$ cat config.mk
export PLATFORM = sky130hd
export DESIGN_NAME = takf_ctrl
export DESIGN_NICKNAME = d
export VERILOG_FILES = /design/src/sv/tilt_angle_kalman_fusion_unit_macros.svh /design/src/sv/takf_pkg.sv /design/src/sv/takf_ctrl.sv
export SDC_FILE = /design/constraint.sdc
export NUM_CORES = 1
export LEC_CHECK = 0
export BUFFER_PORTS_ARGS = -buffer_cell sky130_fd_sc_hd__buf_2
export CAP_MARGIN = 5
export CORE_MARGIN = 8
export CORE_UTILIZATION = 54
export CTS_CLUSTER_SIZE = 12
export DETAILED_ROUTE_END_ITERATION = 10
export GPL_TIMING_DRIVEN = 0
export HOLD_SLACK_MARGIN = 0.06
export PLACE_DENSITY = 0.78
export SYNTH_ARGS = -nofsm -noshare
export SYNTH_HDL_FRONTEND = slang
export SYNTH_SLANG_ARGS = --single-unit
$ cat constraint.sdc
create_clock -name clk -period 2.3 [get_ports clk]
set_clock_uncertainty 0.15 [all_clocks]
set_input_delay 0.345 -clock clk [delete_from_list [all_inputs] [get_ports clk]]
set_output_delay 0.345 -clock clk [all_outputs]
set_load 0.1 [all_outputs]
$ cat src/sv/tilt_angle_kalman_fusion_unit_macros.svh
// Assertion macros for the tilt angle fusion unit.
`ifndef TILT_ANGLE_KALMAN_FUSION_UNIT_MACROS_SVH
`define TILT_ANGLE_KALMAN_FUSION_UNIT_MACROS_SVH

// Same-cycle implication, checked outside reset.
`define TAKF_ASSERT_NOW(lbl, ante, cons, msg) \
	lbl: assert property (@(posedge clk) disable iff (!arst_n) (ante) |-> (cons)) \
		else $error(msg);

// Next-cycle implication, checked outside reset.
`define TAKF_ASSERT_NEXT(lbl, ante, cons, msg) \
	lbl: assert property (@(posedge clk) disable iff (!arst_n) (ante) |=> (cons)) \
		else $error(msg);

`endif

$ cat src/sv/takf_pkg.sv
// Shared types, register indexes and helpers of the tilt angle fusion unit.
`default_nettype none

package takf_pkg;

	// Register indexes of the configuration port
	localparam logic [2:0] REG_FILTER_MODE  = 3'd0;
	localparam logic [2:0] REG_ANGLE_NOISE  = 3'd1;
	localparam logic [2:0] REG_BIAS_NOISE   = 3'd2;
	localparam logic [2:0] REG_MEAS_NOISE   = 3'd3;
	localparam logic [2:0] REG_TIME_STEP    = 3'd4;
	localparam logic [2:0] REG_BLEND_WEIGHT = 3'd5;

	// Filter mode codes
	localparam logic MODE_KALMAN = 1'b0;
	localparam logic MODE_BLEND  = 1'b1;

	// Register reset values
	localparam logic [30:0] RST_ANGLE_NOISE  = 31'd268435;
	localparam logic [30:0] RST_BIAS_NOISE   = 31'd805306;
	localparam logic [30:0] RST_MEAS_NOISE   = 31'd134217728;
	localparam logic [28:0] RST_TIME_STEP    = 29'd1342177;
	localparam logic [28:0] RST_BLEND_WEIGHT = 29'd5368709;

	// Fixed point: one in Q4.28
	localparam int FRAC_BITS = 28;
	localparam logic signed [31:0] ONE_Q28 = 32'sh1000_0000;

	// Gain divider sizes
	localparam int DIV_NUM_W = 60;
	localparam int DIV_DEN_W = 32;
	localparam int DIV_CNT_W = 6;

	// Datapath micro-operations, in issue order
	typedef enum logic [3:0] {
		OP_K_ANG  = 4'd0,
		OP_K_P00  = 4'd1,
		OP_K_P01  = 4'd2,
		OP_K_P10  = 4'd3,
		OP_K_P11  = 4'd4,
		OP_K_C10  = 4'd5,
		OP_K_C11  = 4'd6,
		OP_K_C00  = 4'd7,
		OP_K_C01  = 4'd8,
		OP_K_BE   = 4'd9,
		OP_K_AE   = 4'd10,
		OP_B_PRED = 4'd11,
		OP_B_WACC = 4'd12,
		OP_B_MIX  = 4'd13
	} op_t;

	// Controller to datapath commands
	typedef struct packed {
		logic load;
		logic mul;
		logic wb;
		op_t  op;
		logic div_start;
		logic div_k1;
		logic rate;
		logic out_load;
	} cmd_t;

	// Datapath to controller status
	typedef struct packed {
		logic mode;
		logic div_done;
		logic out_free;
	} status_t;

	// Saturate a wide signed value to 32 bits
	function automatic logic signed [31:0] sat32(input logic signed [43:0] v);
		logic signed [31:0] r;
		if (v > 44'sd2147483647) begin
			r = 32'sh7FFF_FFFF;
		end else if (v < -44'sd2147483648) begin
			r = 32'sh8000_0000;
		end else begin
			r = v[31:0];
		end
		return r;
	endfunction

endpackage

`default_nettype wire

$ cat src/sv/takf_ctrl.sv
// Controller: sequences the multiply, divide and write-back steps of one sample.
`default_nettype none

module takf_ctrl (
	input  wire logic               clk,
	input  wire logic               arst_n,
	input  wire logic               in_valid,
	output logic                    in_ready,
	output takf_pkg::cmd_t          cmd,
	input  wire takf_pkg::status_t  status
);

	typedef enum logic [6:0] {
		S_IDLE  = 7'b000_0001,
		S_MUL   = 7'b000_0010,
		S_WB    = 7'b000_0100,
		S_DIV   = 7'b000_1000,
		S_DWAIT = 7'b001_0000,
		S_RATE  = 7'b010_0000,
		S_OUT   = 7'b100_0000
	} state_t;

	state_t          state_q;
	takf_pkg::op_t   op_q;
	logic            div_k1_q;
	logic            accept;

	assign in_ready = (state_q == S_IDLE);
	assign accept   = in_valid && in_ready;

	// Sequence the micro-operations
	always_ff @(posedge clk or negedge arst_n) begin
		if (!arst_n) begin
			state_q  <= S_IDLE;
			op_q     <= takf_pkg::OP_K_ANG;
			div_k1_q <= 1'b0;
		end else begin
			case (state_q)
				S_IDLE: begin
					if (accept) begin
						op_q    <= status.mode ? takf_pkg::OP_B_PRED : takf_pkg::OP_K_ANG;
						state_q <= S_MUL;
					end
				end
				S_MUL: state_q <= S_WB;
				S_WB: begin
					case (op_q)
						takf_pkg::OP_K_P11: begin
							div_k1_q <= 1'b0;
							state_q  <= S_DIV;
						end
						takf_pkg::OP_K_AE: state_q <= S_RATE;
						takf_pkg::OP_B_MIX: state_q <= S_OUT;
						default: begin
							op_q    <= takf_pkg::op_t'(op_q + 4'd1);
							state_q <= S_MUL;
						end
					endcase
				end
				S_DIV: state_q <= S_DWAIT;
				S_DWAIT: begin
					if (status.div_done) begin
						if (div_k1_q) begin
							op_q    <= takf_pkg::OP_K_C10;
							state_q <= S_MUL;
						end else begin
							div_k1_q <= 1'b1;
							state_q  <= S_DIV;
						end
					end
				end
				S_RATE: state_q <= S_OUT;
				S_OUT: begin
					if (status.out_free) begin
						state_q <= S_IDLE;
					end
				end
				default: state_q <= S_IDLE;
			endcase
		end
	end

	// Decode commands
	always_comb begin
		cmd.load      = accept;
		cmd.mul       = (state_q == S_MUL);
		cmd.wb        = (state_q == S_WB);
		cmd.op        = op_q;
		cmd.div_start = (state_q == S_DIV);
		cmd.div_k1    = div_k1_q;
		cmd.rate      = (state_q == S_RATE);
		cmd.out_load  = (state_q == S_OUT) && status.out_free;
	end

endmodule

`default_nettype wire

==> results.md <==
* Initial core utilization at between 50% and 60%
* Final instance area at 1270 um2
* Clock Pin Slew Worst Setup and Hold Paths at ~80 ps
* Failing checks: setup timing
* Vias in the first global route at 946
* Core ar. at 1710 um2
* Overall Power at between 1.5 and 2 mW
* Crit path max-delay family: simple AND/OR/NAND/NOR gates
* RePlAce Congestion at a little over 0.8
* Crit-path max cell delay at between 400 and 500 ps
* 1st-pass router iterations at 4
* Die boundary width at around 60 um
* Async set or reset register ratio after synthesis at 100%
* RSZ-0062 raised after global routing: yes
* Hold_ws at roughly 110 ps
* Die area at about 3400 um2
* Tcrit/Tclk final at 100%
* Syn Area/Cell at roughly 8.9 um2
* Largest net degree at the start of global routing at 13
* Final WL at between 2000 and 2500 um
* Syn_nets at ~120
* Initial antenna violation count at 0
* Drt drc at 0
* Normalized max-slew margin at 67.5%
* Filler cells at 130
* Nets at between 100 and 150
* CP startpoint kind: flip-flop
* Total gr overflow at 0
* Die height at just under 60 um
* Crit path kind: reg2out
* Dpl cell area at 1130 um2
* CP arrival at approximately 1800 ps
* PortBufs at 17
* Leakage at roughly 0.53 nW
* Final Hold Fails at 0
* Worst setup margin at -6.37 ps
* Total of max-cap violations at 0
* Post-route ant nets at 0
* P per Cell Area at ~1400 nW/um2
* Worst-path fanout max at 5
* Most frequent cells in the layout: buf_2 (12), nor2_1 (11), buf_4 (10)
* Final min period at 2310 ps
* Synth Register Bits at 12
* Layout cells sized above 1 at 43.7%
* CP required at 1800 ps
* Synth cell types at 45
* Max Fclk at ~430 MHz
* Total CTS buffers at 3
* Setup TNS at -6.37 ps
* Clock Tree Root: clkbuf_4
* Worst path bufs/invs at 3
* Antenna diodes at 0
* Top post-synthesis cells by area: dfrtp_1 (28%), ha_1 (5.2%), nor2_1 (5.0%)
* Top cell type's share of synthesized area at between 20% and 30%
* CTS max path bufs at 2
* Worst hold path type: in2reg
* DP Worst Slack at between 3 and 4 ps
* Pins Over Slew Limit at 0
* DR WL/cell at 15.4 um
* Max IR drop VDD at just over 1000 uV
* Setup Viol. Count Final at 1
* Top Ports at 18
* Iter 0 DRT Violations at 24
* CTS Sinks at 12
* GR Util All Layers at around 15%
* Post-synth top area cell: dfrtp_1
* First-pass GRT wire length at 4130 um
* Worst skew pair latency at ~280 ps
* Vias at just under 900
* Post-synthesis sequential area ratio at a little under a third
* Crit path cell chain: nor4_4 -> nand3_2 -> clkinvlp_4 -> and2_4 -> buf_6 -> buf_12
* Cell at the slowest stage of the critical path: dfrtp_2
* Row Count at 15
* Least-Margin Pin Slew at ~500 ps
* CTS tree: built
* Commonest non-fill, non-tap cell in the layout: buf_2
* CP endpoint kind: primary output
* H-tree depth at 1
* Post-synth EDFFs at 0
* Syn. warnings at 0
* Area Overhead vs Synth at 30.8%
* Synth Flop Type: dfrtp_1
* Cell area after synthesis at slightly below 1000 um2
* Cells after Synth at 109
* Routed vias/inst at roughly 5.6
* Hpwl dp at approximately 1800 um
* Outcome: complete, but fails checks
cell type report:
class                           instances  area (um2)  share of cell area (%)
Buffer                                  7        57.6                    4.54
Clock buffer                            4        26.3                    2.07
Inverter                                7        30.0                    2.37
Multi-Input combinational cell         82         631                    49.7
Sequential cell                        12         317                    25.0
Tap cell                               25        31.3                    2.47
Timing Repair Buffer                   23         176                    13.9
per-layer routing:
layer  share of wire [%]  track usage (%)  vias to the layer above
li1                    -                -                      431
met2                  53             27.6                       16
met3                 2.9             2.17                        5
met5                   0                0                        -
met4                 1.6             6.64                        0
met1                  43             17.1                      441
final timing paths:
kind / start / to / slack [ps] / depth (start not counted)
max reg2reg: op_q[0] / op_q[3] / 120 / 7
min: in_valid / state_q[0] / 110 / 2
min reg2reg: state_q[5] / state_q[4] / 420 / 1
max: state_q[4] / cmd[10] / -6 / 6
max in group asynchronous: arst_n / state_q[0] / 1390 / 2
min in group asynchronous: arst_n / state_q[4] / 320 / 2
logic make-up (layout without fill, tap and decap cells):
logic type	Yosys count	in the layout	synth area share (%)
simple gates	48	48	29.0
compound gates	22	22	17.4
buf+inv	15	41	8.39
flops	12	12	31.1
mux	5	5	6.19
fa+ha+maj	4	4	5.16
xor+xnor	3	3	2.71
flip-flops by register name (all words and copies together) (netlist names):
| register | cells |
|---|---|
| state_q | 7 |
| op_q | 4 |
| div_k1_q | 1 |
timing repair:
action | CTS | global route
endpoints found under the hold margin | 11 | 0
hold buffers | 1 | 0
pin swaps | 3 | 6
endpoints found under the setup margin | 5 | 5
gates resized for setup | 16 | 5
buffers inserted | 1 | 4
report_power, final:
part	switching [mW]	internal [mW]
clock	0.0753	0.0674
combinational	0.817	0.449
sequential	0.0958	0.290
cell usage after synthesis, types with 3 or more instances:
cell and number:
and2_1 3, buf_4 4, dfrtp_1 11, ha_1 4, inv_1 6, mux2i_1 3
nand2_1 8, nand2b_1 4, nand3_1 5, nor2_1 13, o21ai_0 4, o21ai_1 4
per-stage QoR:
step / util, % / std cells
after floorplan: - / 109
after global placement: 66.2 / 151
after detailed placement: 66.2 / 151
after CTS: 72.1 / 157
after global routing: 74.3 / 160
final: 74.3 / 160
Note: power is estimated with default switching activity, not from simulation.
